<file path="src/sv/range_normalize_colormap_core_macros.svh">
// ----------------------------------------------------------------------------
// Range normalise colormap: assertion macros
// Shared concurrent assertion forms, clocked on clk, disabled in reset.
// ----------------------------------------------------------------------------
`ifndef RANGE_NORMALIZE_COLORMAP_CORE_MACROS_SVH
`define RANGE_NORMALIZE_COLORMAP_CORE_MACROS_SVH

// condition holds at every edge
`define RNC_ASSERT_ALWAYS(label, cond, msg) \
    label: assert property (@(posedge clk) disable iff (!rst_n) (cond)) \
        else $error(msg);

// consequence holds in the cycle after the trigger
`define RNC_ASSERT_NEXT(label, pre, post, msg) \
    label: assert property (@(posedge clk) disable iff (!rst_n) (pre) |=> (post)) \
        else $error(msg);

`endif

</file>
<file path="src/sv/rnc_pkg.sv">
// ----------------------------------------------------------------------------
// Range normalise colormap: package
// Shared widths, codes and payload types.
// ----------------------------------------------------------------------------
package rnc_pkg;

    localparam int SAMPLE_BITS = 32;
    localparam int LEVEL_BITS  = 8;
    localparam int QUEUE_DEPTH = 4;
    localparam int ADDR_BITS   = 3;
    localparam int DATA_BITS   = 32;

    localparam logic [1:0] OP_CLEAR   = 2'd0;
    localparam logic [1:0] OP_MEASURE = 2'd1;
    localparam logic [1:0] OP_MAP     = 2'd2;

    localparam logic [1:0] CLASS_FINITE  = 2'd0;
    localparam logic [1:0] CLASS_POS_INF = 2'd1;
    localparam logic [1:0] CLASS_NEG_INF = 2'd2;
    localparam logic [1:0] CLASS_NAN     = 2'd3;

    localparam logic REG_ANCHOR = 1'b0;
    localparam logic REG_COLOR  = 1'b1;

    localparam logic [LEVEL_BITS-1:0] LEVEL_MAX = {LEVEL_BITS{1'b1}};
    localparam logic [LEVEL_BITS-1:0] LEVEL_MIN = {LEVEL_BITS{1'b0}};

    typedef logic signed [SAMPLE_BITS-1:0] sample_t;
    typedef logic [LEVEL_BITS-1:0]         level_t;

    typedef struct packed {
        logic [1:0] opcode;
        sample_t    sample;
        logic [1:0] sample_class;
    } item_t;

    typedef struct packed {
        level_t gray_level;
        level_t red;
        level_t green;
        level_t blue;
    } result_t;

    typedef enum logic [1:0] {
        CMD_CLEAR,
        CMD_MEASURE,
        CMD_MAP,
        CMD_FIXED
    } cmd_kind_t;

    typedef struct packed {
        cmd_kind_t kind;
        sample_t   sample;
        level_t    level;
    } cmd_t;

    typedef struct packed {
        logic anchor_at_zero;
        logic palette_on;
    } cfg_t;

endpackage

</file>
<file path="src/sv/range_normalize_colormap_core.sv">
// ----------------------------------------------------------------------------
// Range normalise colormap: top level
// Min/max normalisation of fixed-point samples to 8-bit levels, red-blue map.
// ----------------------------------------------------------------------------
// Input beats enter on item/push/full: opcode clear, measure or map, a signed
// Q16.16 sample and its class. Clear and measure beats give no result; each
// map beat gives one result beat on result/empty/pop (level and rgb).
// Configuration (anchor_at_zero at 0x0, palette_on at 0x4) goes through the
// APB port; the user must write it only while the block is idle, which the
// block does not enforce. A non-finite or out-of-range map passes the front
// register, queue and level register to the result register. Clear and
// measure beats drain at one per cycle while the back end is idle; a divided
// map holds the back end for a doubling and an add step per quotient bit of
// the restoring divider, plus set-up, rounding and result load. The front
// end keeps accepting into a command queue of QUEUE_DEPTH entries while the
// back end divides or the result waits; full rises once the queue is full
// and the front register holds a command too. A stalled result holds on the
// port and the back end waits behind it. Reset clears the range, the queue
// and the result register; anchor_at_zero comes up as 1 and palette_on as 0.
// ----------------------------------------------------------------------------
module range_normalize_colormap_core #(
    parameter int QUEUE_DEPTH = rnc_pkg::QUEUE_DEPTH
) (
    input  logic                            clk,
    input  logic                            rst_n,
    input  rnc_pkg::item_t                  item,
    input  logic                            push,
    output logic                            full,
    output rnc_pkg::result_t                result,
    output logic                            empty,
    input  logic                            pop,
    input  logic                            psel,
    input  logic                            penable,
    input  logic                            pwrite,
    input  logic [rnc_pkg::ADDR_BITS-1:0]   paddr,
    input  logic [rnc_pkg::DATA_BITS-1:0]   pwdata,
    output logic [rnc_pkg::DATA_BITS-1:0]   prdata,
    output logic                            pready
);

    rnc_pkg::cfg_t cfg_reg;
    rnc_pkg::cfg_t cfg_next;
    logic          wr_en;
    rnc_pkg::cmd_t front_cmd;
    logic          front_valid;
    logic          q_full;
    rnc_pkg::cmd_t q_cmd;
    logic          q_empty;
    logic          q_pop;

    assign pready = 1'b1;
    assign wr_en  = psel && penable && pwrite;

    always_comb
    begin
        cfg_next = cfg_reg;
        if (wr_en)
        begin
            case (paddr[2])
                rnc_pkg::REG_ANCHOR: cfg_next.anchor_at_zero = pwdata[0];
                default:             cfg_next.palette_on     = pwdata[0];
            endcase
        end
    end

    always_comb
    begin
        case (paddr[2])
            rnc_pkg::REG_ANCHOR:
                prdata = {{(rnc_pkg::DATA_BITS - 1){1'b0}}, cfg_reg.anchor_at_zero};
            default:
                prdata = {{(rnc_pkg::DATA_BITS - 1){1'b0}}, cfg_reg.palette_on};
        endcase
    end

    always_ff @(posedge clk or negedge rst_n)
    begin
        if (!rst_n)
        begin
            cfg_reg.anchor_at_zero <= 1'b1;
            cfg_reg.palette_on     <= 1'b0;
        end
        else
        begin
            cfg_reg <= cfg_next;
        end
    end

    rnc_front u_front (
        .clk       (clk),
        .rst_n     (rst_n),
        .item      (item),
        .push      (push),
        .full      (full),
        .cmd       (front_cmd),
        .cmd_valid (front_valid),
        .cmd_full  (q_full)
    );

    rnc_queue #(
        .DEPTH (QUEUE_DEPTH)
    ) u_queue (
        .clk   (clk),
        .rst_n (rst_n),
        .push  (front_valid),
        .wdata (front_cmd),
        .full  (q_full),
        .pop   (q_pop),
        .rdata (q_cmd),
        .empty (q_empty)
    );

    rnc_back u_back (
        .clk       (clk),
        .rst_n     (rst_n),
        .cmd       (q_cmd),
        .cmd_valid (!q_empty),
        .cmd_pop   (q_pop),
        .cfg       (cfg_reg),
        .result    (result),
        .empty     (empty),
        .pop       (pop)
    );

endmodule

</file>
<file path="src/sv/rnc_front.sv">
// ----------------------------------------------------------------------------
// Range normalise colormap: front end
// Accepts input beats, drops those without effect and classifies the rest.
// ----------------------------------------------------------------------------
module rnc_front (
    input  logic           clk,
    input  logic           rst_n,
    input  rnc_pkg::item_t item,
    input  logic           push,
    output logic           full,
    output rnc_pkg::cmd_t  cmd,
    output logic           cmd_valid,
    input  logic           cmd_full
);

    logic          valid_reg;
    logic          valid_next;
    rnc_pkg::cmd_t cmd_reg;
    rnc_pkg::cmd_t cmd_next;
    logic          keep;
    rnc_pkg::cmd_t decoded;
    logic          accept;

    assign full      = valid_reg && cmd_full;
    assign accept    = push && !full;
    assign cmd       = cmd_reg;
    assign cmd_valid = valid_reg;

    always_comb
    begin
        decoded.kind   = rnc_pkg::CMD_CLEAR;
        decoded.sample = item.sample;
        decoded.level  = rnc_pkg::LEVEL_MIN;
        keep           = 1'b0;
        case (item.opcode)
            rnc_pkg::OP_CLEAR:
            begin
                keep = 1'b1;
            end
            rnc_pkg::OP_MEASURE:
            begin
                decoded.kind = rnc_pkg::CMD_MEASURE;
                keep         = (item.sample_class == rnc_pkg::CLASS_FINITE);
            end
            rnc_pkg::OP_MAP:
            begin
                keep = 1'b1;
                if (item.sample_class == rnc_pkg::CLASS_FINITE)
                begin
                    decoded.kind = rnc_pkg::CMD_MAP;
                end
                else
                begin
                    decoded.kind  = rnc_pkg::CMD_FIXED;
                    decoded.level = (item.sample_class == rnc_pkg::CLASS_POS_INF) ?
                                    rnc_pkg::LEVEL_MAX : rnc_pkg::LEVEL_MIN;
                end
            end
            default:
            begin
                keep = 1'b0;
            end
        endcase
    end

    always_comb
    begin
        valid_next = valid_reg;
        cmd_next   = cmd_reg;
        if (valid_reg && !cmd_full)
        begin
            valid_next = 1'b0;
        end
        if (accept)
        begin
            valid_next = keep;
            cmd_next   = decoded;
        end
    end

    always_ff @(posedge clk or negedge rst_n)
    begin
        if (!rst_n)
        begin
            valid_reg <= 1'b0;
        end
        else
        begin
            valid_reg <= valid_next;
        end
    end

    always_ff @(posedge clk)
    begin
        cmd_reg <= cmd_next;
    end

endmodule

</file>
<file path="src/sv/rnc_queue.sv">
// ----------------------------------------------------------------------------
// Range normalise colormap: command queue
// Short first-in first-out store between the front and back ends.
// ----------------------------------------------------------------------------
`include "range_normalize_colormap_core_macros.svh"

module rnc_queue #(
    parameter int DEPTH = rnc_pkg::QUEUE_DEPTH
) (
    input  logic          clk,
    input  logic          rst_n,
    input  logic          push,
    input  rnc_pkg::cmd_t wdata,
    output logic          full,
    input  logic          pop,
    output rnc_pkg::cmd_t rdata,
    output logic          empty
);

    localparam int PTR_BITS   = (DEPTH > 1) ? $clog2(DEPTH) : 1;
    localparam int COUNT_BITS = $clog2(DEPTH + 1);

    rnc_pkg::cmd_t         mem [DEPTH];
    logic [PTR_BITS-1:0]   wr_ptr_reg;
    logic [PTR_BITS-1:0]   wr_ptr_next;
    logic [PTR_BITS-1:0]   rd_ptr_reg;
    logic [PTR_BITS-1:0]   rd_ptr_next;
    logic [COUNT_BITS-1:0] count_reg;
    logic [COUNT_BITS-1:0] count_next;
    logic                  wr_en;
    logic                  rd_en;

    assign full  = (count_reg == COUNT_BITS'(DEPTH));
    assign empty = (count_reg == '0);
    assign wr_en = push && !full;
    assign rd_en = pop && !empty;
    assign rdata = mem[rd_ptr_reg];

    always_comb
    begin
        wr_ptr_next = wr_ptr_reg;
        rd_ptr_next = rd_ptr_reg;
        count_next  = count_reg;
        if (wr_en)
        begin
            wr_ptr_next = (wr_ptr_reg == PTR_BITS'(DEPTH - 1)) ? '0 : wr_ptr_reg + 1'b1;
        end
        if (rd_en)
        begin
            rd_ptr_next = (rd_ptr_reg == PTR_BITS'(DEPTH - 1)) ? '0 : rd_ptr_reg + 1'b1;
        end
        if (wr_en && !rd_en)
        begin
            count_next = count_reg + 1'b1;
        end
        else if (rd_en && !wr_en)
        begin
            count_next = count_reg - 1'b1;
        end
    end

    always_ff @(posedge clk or negedge rst_n)
    begin
        if (!rst_n)
        begin
            wr_ptr_reg <= '0;
            rd_ptr_reg <= '0;
            count_reg  <= '0;
        end
        else
        begin
            wr_ptr_reg <= wr_ptr_next;
            rd_ptr_reg <= rd_ptr_next;
            count_reg  <= count_next;
        end
    end

    always_ff @(posedge clk)
    begin
        if (wr_en)
        begin
            mem[wr_ptr_reg] <= wdata;
        end
    end

    `RNC_ASSERT_ALWAYS(a_count_bound, count_reg <= COUNT_BITS'(DEPTH), "queue count beyond depth")
    `RNC_ASSERT_NEXT(a_push_grows, wr_en && !pop, count_reg == $past(count_reg) + 1'b1, "push lost")
    `RNC_ASSERT_NEXT(a_pop_shrinks, pop && !push, count_reg == $past(count_reg) - 1'b1, "pop lost")

endmodule

</file>
<file path="src/sv/rnc_back.sv">
// ----------------------------------------------------------------------------
// Range normalise colormap: back end
// Holds the measured range, runs the level divider and the result register.
// ----------------------------------------------------------------------------
`include "range_normalize_colormap_core_macros.svh"

module rnc_back (
    input  logic             clk,
    input  logic             rst_n,
    input  rnc_pkg::cmd_t    cmd,
    input  logic             cmd_valid,
    output logic             cmd_pop,
    input  rnc_pkg::cfg_t    cfg,
    output rnc_pkg::result_t result,
    output logic             empty,
    input  logic             pop
);

    localparam int SB       = rnc_pkg::SAMPLE_BITS;
    localparam int LB       = rnc_pkg::LEVEL_BITS;
    localparam int ITERS    = rnc_pkg::LEVEL_BITS;
    localparam int ITER_BITS = $clog2(ITERS);

    typedef enum logic [2:0] {
        S_IDLE,
        S_DBL,
        S_ADD,
        S_ROUND,
        S_OUT
    } state_t;

    state_t             state_reg, state_next;
    rnc_pkg::sample_t   low_reg, low_next;
    rnc_pkg::sample_t   high_reg, high_next;
    logic               seen_reg, seen_next;
    logic [SB-1:0]      d_reg, d_next;
    logic [SB-1:0]      r_reg, r_next;
    logic [SB-1:0]      rem_reg, rem_next;
    logic [LB:0]        q_reg, q_next;
    logic [ITER_BITS-1:0] iter_reg, iter_next;
    rnc_pkg::level_t    level_reg, level_next;
    rnc_pkg::result_t   out_reg, out_next;
    logic               out_valid_reg, out_valid_next;

    rnc_pkg::sample_t   x;
    logic               out_free;
    logic [SB:0]        dbl;
    logic [SB:0]        sum;
    logic               dbl_ge;
    logic               sum_ge;
    logic [LB:0]        q_fin;
    logic               map_zero;
    logic               map_full;
    logic [SB-1:0]      d_sel;
    logic [SB-1:0]      r_sel;
    logic               busy;

    assign x        = cmd.sample;
    assign cmd_pop  = (state_reg == S_IDLE) && cmd_valid;
    assign out_free = !out_valid_reg || pop;
    assign empty    = !out_valid_reg;
    assign result   = out_reg;
    assign dbl      = {rem_reg, 1'b0};
    assign sum      = {1'b0, rem_reg} + {1'b0, d_reg};
    assign dbl_ge   = (dbl >= {1'b0, r_reg});
    assign sum_ge   = (sum >= {1'b0, r_reg});
    assign q_fin    = q_reg + (LB + 1)'(dbl_ge);
    assign busy     = (state_reg == S_DBL) || (state_reg == S_ADD) || (state_reg == S_ROUND);

    always_comb
    begin
        if (cfg.anchor_at_zero)
        begin
            map_zero = (high_reg <= 0) || (x <= 0);
            map_full = (x >= high_reg);
            d_sel    = SB'(x);
            r_sel    = SB'(high_reg);
        end
        else
        begin
            map_zero = !seen_reg || (high_reg <= low_reg) || (x <= low_reg);
            map_full = (x >= high_reg);
            d_sel    = SB'(x - low_reg);
            r_sel    = SB'(high_reg - low_reg);
        end
    end

    always_comb
    begin
        state_next     = state_reg;
        low_next       = low_reg;
        high_next      = high_reg;
        seen_next      = seen_reg;
        d_next         = d_reg;
        r_next         = r_reg;
        rem_next       = rem_reg;
        q_next         = q_reg;
        iter_next      = iter_reg;
        level_next     = level_reg;
        out_next       = out_reg;
        out_valid_next = out_valid_reg && !pop;
        case (state_reg)
            S_IDLE:
            begin
                if (cmd_valid)
                begin
                    case (cmd.kind)
                        rnc_pkg::CMD_CLEAR:
                        begin
                            low_next  = '0;
                            high_next = '0;
                            seen_next = 1'b0;
                        end
                        rnc_pkg::CMD_MEASURE:
                        begin
                            if (cfg.anchor_at_zero)
                            begin
                                if (x > high_reg)
                                begin
                                    high_next = x;
                                end
                            end
                            else if (!seen_reg)
                            begin
                                low_next  = x;
                                high_next = x;
                                seen_next = 1'b1;
                            end
                            else
                            begin
                                if (x < low_reg)
                                begin
                                    low_next = x;
                                end
                                if (x > high_reg)
                                begin
                                    high_next = x;
                                end
                            end
                        end
                        rnc_pkg::CMD_FIXED:
                        begin
                            level_next = cmd.level;
                            state_next = S_OUT;
                        end
                        default:
                        begin
                            if (map_zero)
                            begin
                                level_next = rnc_pkg::LEVEL_MIN;
                                state_next = S_OUT;
                            end
                            else if (map_full)
                            begin
                                level_next = rnc_pkg::LEVEL_MAX;
                                state_next = S_OUT;
                            end
                            else
                            begin
                                d_next     = d_sel;
                                r_next     = r_sel;
                                rem_next   = '0;
                                q_next     = '0;
                                iter_next  = '0;
                                state_next = S_DBL;
                            end
                        end
                    endcase
                end
            end
            S_DBL:
            begin
                q_next = {q_reg[LB-1:0], dbl_ge};
                if (dbl_ge)
                begin
                    rem_next = SB'(dbl - {1'b0, r_reg});
                end
                else
                begin
                    rem_next = SB'(dbl);
                end
                state_next = S_ADD;
            end
            S_ADD:
            begin
                q_next = q_reg + (LB + 1)'(sum_ge);
                if (sum_ge)
                begin
                    rem_next = SB'(sum - {1'b0, r_reg});
                end
                else
                begin
                    rem_next = SB'(sum);
                end
                if (iter_reg == ITER_BITS'(ITERS - 1))
                begin
                    state_next = S_ROUND;
                end
                else
                begin
                    iter_next  = iter_reg + 1'b1;
                    state_next = S_DBL;
                end
            end
            S_ROUND:
            begin
                level_next = q_fin[LB] ? rnc_pkg::LEVEL_MAX : q_fin[LB-1:0];
                state_next = S_OUT;
            end
            S_OUT:
            begin
                if (out_free)
                begin
                    out_next.gray_level = level_reg;
                    out_next.green      = '0;
                    if (cfg.palette_on && (level_reg != rnc_pkg::LEVEL_MIN))
                    begin
                        out_next.red  = rnc_pkg::LEVEL_MAX - level_reg;
                        out_next.blue = level_reg;
                    end
                    else
                    begin
                        out_next.red  = '0;
                        out_next.blue = '0;
                    end
                    out_valid_next = 1'b1;
                    state_next     = S_IDLE;
                end
            end
            default:
            begin
                state_next = S_IDLE;
            end
        endcase
    end

    always_ff @(posedge clk or negedge rst_n)
    begin
        if (!rst_n)
        begin
            state_reg     <= S_IDLE;
            low_reg       <= '0;
            high_reg      <= '0;
            seen_reg      <= 1'b0;
            d_reg         <= '0;
            r_reg         <= '0;
            rem_reg       <= '0;
            q_reg         <= '0;
            iter_reg      <= '0;
            level_reg     <= '0;
            out_reg       <= '0;
            out_valid_reg <= 1'b0;
        end
        else
        begin
            state_reg     <= state_next;
            low_reg       <= low_next;
            high_reg      <= high_next;
            seen_reg      <= seen_next;
            d_reg         <= d_next;
            r_reg         <= r_next;
            rem_reg       <= rem_next;
            q_reg         <= q_next;
            iter_reg      <= iter_next;
            level_reg     <= level_next;
            out_reg       <= out_next;
            out_valid_reg <= out_valid_next;
        end
    end

    `RNC_ASSERT_ALWAYS(a_range_order, low_reg <= high_reg, "range bounds crossed")
    `RNC_ASSERT_ALWAYS(a_rem_bound, !busy || (rem_reg < r_reg), "divider remainder out of range")
    `RNC_ASSERT_NEXT(a_hold_result, (state_reg == S_OUT) && out_valid_reg && !pop, state_reg == S_OUT, "result overwritten while stalled")

endmodule
</file>
<file path="config.mk">
export PLATFORM = sky130hd
export DESIGN_NAME = range_normalize_colormap_core
export DESIGN_NICKNAME = d
export VERILOG_FILES = /design/src/sv/rnc_pkg.sv /design/src/sv/range_normalize_colormap_core.sv /design/src/sv/rnc_front.sv /design/src/sv/rnc_queue.sv /design/src/sv/rnc_back.sv
export VERILOG_INCLUDE_DIRS = /design/src /design/src/sv
export SDC_FILE = /design/constraint.sdc
export NUM_CORES = 1
export LEC_CHECK = 0
export ABC_CLOCK_PERIOD_IN_PS = 6800
export BUFFER_PORTS_ARGS = -buffer_cell sky130_fd_sc_hd__buf_2
export CORE_MARGIN = 2
export CORE_UTILIZATION = 45
export CTS_CLUSTER_SIZE = 24
export DETAILED_ROUTE_END_ITERATION = 8
export PLACE_DENSITY_LB_ADDON = 0.1
export SLEW_MARGIN = 0
export SYNTH_ARGS = -nofsm -noshare
export SYNTH_HDL_FRONTEND = slang
export SYNTH_SLANG_ARGS = --single-unit
</file>
<file path="constraint.sdc">
create_clock -name clk -period 6.8 [get_ports clk]
set_input_delay 1.36 -clock clk [delete_from_list [all_inputs] [get_ports clk]]
set_output_delay 1.36 -clock clk [all_outputs]
set_load 0.03 [all_outputs]
</file>
==> flow_summary.html <==
<table>
<tr><th>Metric</th><th>Value</th></tr>
<tr><th colspan="2">Status</th></tr>
<tr><td>Outcome</td><td>completed</td></tr>
<tr><th colspan="2">Floorplanning</th></tr>
<tr><td>Initial Utilization</td><td>between 40% and 50%</td></tr>
<tr><td>Die boundary width</td><td>between 200 and 250 microns</td></tr>
<tr><td>Number of top-level pins</td><td>145</td></tr>
<tr><td>Vert. Die Dim</td><td>244 microns</td></tr>
<tr><td>Site row count</td><td>87</td></tr>
<tr><td>Floorplan die area</td><td>59,500 sq um</td></tr>
<tr><td>Core footprint</td><td>between 50,000 and 60,000 sq um</td></tr>
<tr><th colspan="2">Timing</th></tr>
<tr><td>Clock Skews</td><td>around 16 ps</td></tr>
<tr><td>Tightest Pin Transition</td><td>between 1000 and 1500 ps</td></tr>
<tr><td>Fin. max-slew vios</td><td>0</td></tr>
<tr><td>Hold Fails Final Rpt</td><td>0</td></tr>
<tr><td>Headroom to the max-slew limit</td><td>between 20% and 30%</td></tr>
<tr><td>Maximum operating frequency</td><td>160 MHz</td></tr>
<tr><td>Setup total negative slack</td><td>0 ps</td></tr>
<tr><td>Share of the cycle needed by the critical path after routing</td><td>92.1%</td></tr>
<tr><td>Final Critical Period</td><td>roughly 6300 ps</td></tr>
<tr><td>Setup violation total in the final timing report</td><td>0</td></tr>
<tr><td>RSZ-0062 raised after global routing</td><td>no</td></tr>
<tr><th colspan="2">Worst setup path</th></tr>
<tr><td>Max stage delay cell, worst path</td><td>o41ai_1</td></tr>
<tr><td>Critical R2R Launch</td><td>u_back.rem_reg[1]</td></tr>
<tr><td>Required time reported for the critical path endpoint</td><td>~7300 ps</td></tr>
<tr><td>Critical-path cell list</td><td>ha_1, a211oi_1, o211ai_1, a41oi_1, o22ai_1, or2_2, a21oi_1, xnor2_1, ha_1, nand2_1, nor2_1, a211oi_1, o21ai_0, o41ai_1, nand2b_1, o211ai_4, buf_4, and2_1, a22o_1, a221o_1</td></tr>
<tr><td>CP Launch Type</td><td>flip-flop</td></tr>
<tr><td>Critical-path maximum fanout</td><td>26</td></tr>
<tr><td>Buffering stage count on the worst path with inverters included</td><td>1</td></tr>
<tr><td>Critical Path Start</td><td>u_back.rem_reg[1]</td></tr>
<tr><td>Endpoint type of the worst setup path</td><td>flip-flop</td></tr>
<tr><td>Delay contributed by the slowest stage of the critical path</td><td>between 800 and 900 ps</td></tr>
<tr><td>Worst reg-to-reg setup slack</td><td>about 540 ps</td></tr>
<tr><td>CP delay by family, top</td><td>compound AO/OA/AOI/OAI gates</td></tr>
<tr><td>Crit Path Class</td><td>flip-flop to flip-flop</td></tr>
<tr><td>Worst Path Arrival</td><td>between 6000 and 7000 ps</td></tr>
<tr><th colspan="2">Synthesis</th></tr>
<tr><td>Most used standard cell by instance count after synthesis</td><td>nand2_1</td></tr>
<tr><td>Area of the mapped netlist</td><td>around 26,000 sq um</td></tr>
<tr><td>Most used flip-flop cell after synthesis</td><td>dfrtp_1</td></tr>
<tr><td>Number of warnings reported in the yosys synthesis log</td><td>0</td></tr>
<tr><td>Fraction of post-synthesis cell area in the top cell type by area</td><td>a little over a fifth</td></tr>
<tr><td>Top cells by instance count after synthesis</td><td>nand2_1 (287), a21oi_1 (220), dfrtp_1 (218)</td></tr>
<tr><td>Number of flops mapped to enable cells by yosys</td><td>175</td></tr>
<tr><td>Post-synthesis cell type count</td><td>between 70 and 80</td></tr>
<tr><td>Synth top area cells</td><td>dfrtp_1 (21%), edfxtp_1 (20%), ha_1 (10%)</td></tr>
<tr><td>Total of flip-flops plus latches after synthesis</td><td>394</td></tr>
<tr><td>Average cell area after synthesis</td><td>around 9.7 sq um</td></tr>
<tr><td>Cell type with the highest aggregate area in the netlist</td><td>dfrtp_1</td></tr>
<tr><td>Share of synthesized area occupied by flip-flops and latches</td><td>around 41%</td></tr>
<tr><td>Post-synth ARST share</td><td>between 50 and 60%</td></tr>
<tr><td>Synthesized instance count</td><td>around 2,700</td></tr>
<tr><th colspan="2">Flow run</th></tr>
<tr><td>Count of max-cap constraint violations</td><td>0</td></tr>
<tr><th colspan="2">Layout</th></tr>
<tr><td>Storage cell area</td><td>roughly 11,000 sq um</td></tr>
<tr><td>Max FFs per register</td><td>140</td></tr>
<tr><td>Multi-input combinational cell area</td><td>14,000 sq um</td></tr>
<tr><td>Final layout net count</td><td>between 2,000 and 3,000</td></tr>
<tr><td>Count of fill cells added during filler insertion</td><td>approximately 5,200</td></tr>
<tr><td>Diode count</td><td>0</td></tr>
<tr><td>Area of all placed cells without fillers</td><td>approximately 28,000 sq um</td></tr>
<tr><td>Share of post-route cells with drive strength above 1</td><td>a little under a tenth</td></tr>
<tr><td>Relative area change from synthesis to final layout</td><td>9.93%</td></tr>
<tr><th colspan="2">Global routing</th></tr>
<tr><td>Via count of the first global-routing pass</td><td>between 15,000 and 20,000</td></tr>
<tr><td>Gr ovfl total</td><td>0</td></tr>
<tr><td>Global-route wire length before repair</td><td>approximately 110,000 microns</td></tr>
<tr><td>GRT Total Usage</td><td>~23%</td></tr>
<tr><td>Number of antenna violations at the first check in global routing</td><td>1</td></tr>
<tr><td>Maximum number of pins on one net before global-route repair</td><td>about 130</td></tr>
<tr><th colspan="2">Routing</th></tr>
<tr><td>Detailed route wirelength on metal2</td><td>slightly above 30,000 microns</td></tr>
<tr><td>Met1 layer wirelength in the final routing</td><td>33,100 microns</td></tr>
<tr><td>Per-cell routed wire length</td><td>19.6 microns</td></tr>
<tr><td>Vias per Instance</td><td>around 5.7</td></tr>
<tr><td>Detailed Route WL</td><td>68,400 microns</td></tr>
<tr><td>Violation count after the first detailed-route iteration</td><td>between 1,000 and 1,500</td></tr>
<tr><td>Post-detailed-route count of antenna-violating nets</td><td>0</td></tr>
<tr><td>Detailed Routing Iterations Pass 1</td><td>5</td></tr>
<tr><td>Met3 routed wirelength</td><td>a little under 3000 microns</td></tr>
<tr><td>Number of vias after detailed routing</td><td>~20,000</td></tr>
<tr><td>Residual DRC</td><td>0</td></tr>
<tr><td>Highest layer used for signal routing</td><td>met4</td></tr>
<tr><th colspan="2">Clock network</th></tr>
<tr><td>H-tree lvl count</td><td>2</td></tr>
<tr><td>Number of clock buffers inserted by TritonCTS</td><td>between 40 and 50</td></tr>
<tr><td>Clock slew at the register clock pins of the worst setup and hold paths</td><td>70 ps</td></tr>
<tr><td>Maximum number of buffers from clock root to sink</td><td>3</td></tr>
<tr><td>Number of buffers inserted by post-CTS setup repair</td><td>0</td></tr>
<tr><td>Hold-fix buffers, CTS</td><td>0</td></tr>
<tr><td>Gates resized, CTS repair</td><td>0</td></tr>
<tr><td>Insertion delay of the later-clocked pin in the worst-skew pair</td><td>590 ps</td></tr>
<tr><td>Clock Sinks</td><td>394</td></tr>
<tr><td>Root buffer selected by CTS</td><td>clkbuf_16</td></tr>
<tr><td>CTS tree</td><td>done</td></tr>
<tr><th colspan="2">Place</th></tr>
<tr><td>Sum of net half-perimeters after detailed placement</td><td>a little over 50,000 microns</td></tr>
<tr><td>Post-detailed-placement cell area</td><td>between 20,000 and 30,000 sq um</td></tr>
<tr><td>GPL Wtd Cong</td><td>~0.92</td></tr>
<tr><td>Input/output buffers</td><td>between 70 and 80</td></tr>
<tr><th colspan="2">Min path</th></tr>
<tr><td>Worst min-delay path startpoint</td><td>u_back.low_reg[7]</td></tr>
<tr><td>Min-delay worst type</td><td>flip-flop to flip-flop</td></tr>
</table>
layout by cell type (no fill, tap or decap), types with 70 or more instances in the layout:
cell	count
nand2_1	287
a21oi_1	219
dfrtp_1	217
ha_1	209
o21ai_0	179
edfxtp_1	175
nor2_1	170
inv_1	160
xnor2_1	96
buf_2	70
cell type report:
type                            count  area share, %
Clock buffer                       58           4.49
Clock inverter                     29           1.22
Inverter                          161           2.12
Multi-Input combinational cell   1998           49.1
Sequential cell                   394           37.7
Tap cell                          756           3.32
Timing Repair Buffer               97           2.06
stage by stage:
stage                     cells  util, %  setup WS, ps  hold slack (ps)
after floorplan            2701        -          1500              450
after global placement     3406     47.4           639              461
after detailed placement   3406     47.4           610              471
after CTS                  3493     50.3           576              485
after global routing       3493     50.3          52.4              502
final                      3493     50.3           539              477
cell families after synthesis:
| kind of cell | count (synthesis) | synth area share [%] |
|---|---|---|
| fa+ha+maj | 215 | 10.6 |
| xor+xnor | 141 | 4.77 |
| simple gates | 737 | 13.2 |
| buf+inv | 309 | 5.35 |
| mux | 100 | 5.66 |
| flops | 394 | 41.5 |
| other cells | 2 | 0.0290 |
| compound gates | 765 | 18.9 |
per-layer routing:
layer | GRT usage (%) | vias to the layer above
met1 | 33.6 | 9522
met3 | 2.65 | 116
li1 | - | 9790
met2 | 35.8 | 460
met4 | 7.17 | 0
met5 | 0 | -
final timing paths:
| path | endpoint | cells past startpoint |
|---|---|---|
| setup / recovery | u_back.rem_reg[20] | 20 |
| max in group asynchronous | u_back.d_reg[17] | 2 |
| hold reg to reg | u_back.low_reg[7] | 2 |
| setup reg to reg | u_back.rem_reg[20] | 20 |
| hold / removal | u_back.low_reg[7] | 2 |
| min in group asynchronous | u_back.rem_reg[29] | 1 |
tightest hold or removal path, cell delays in order (launching register included):
cell and delay [ps]:
dfrtp_1 340, nand2_1 40, o21ai_0 60
Power is left out: the tool's default activity adds up to more than one toggle a clock period on the data nets, which glitch-free logic cannot reach.
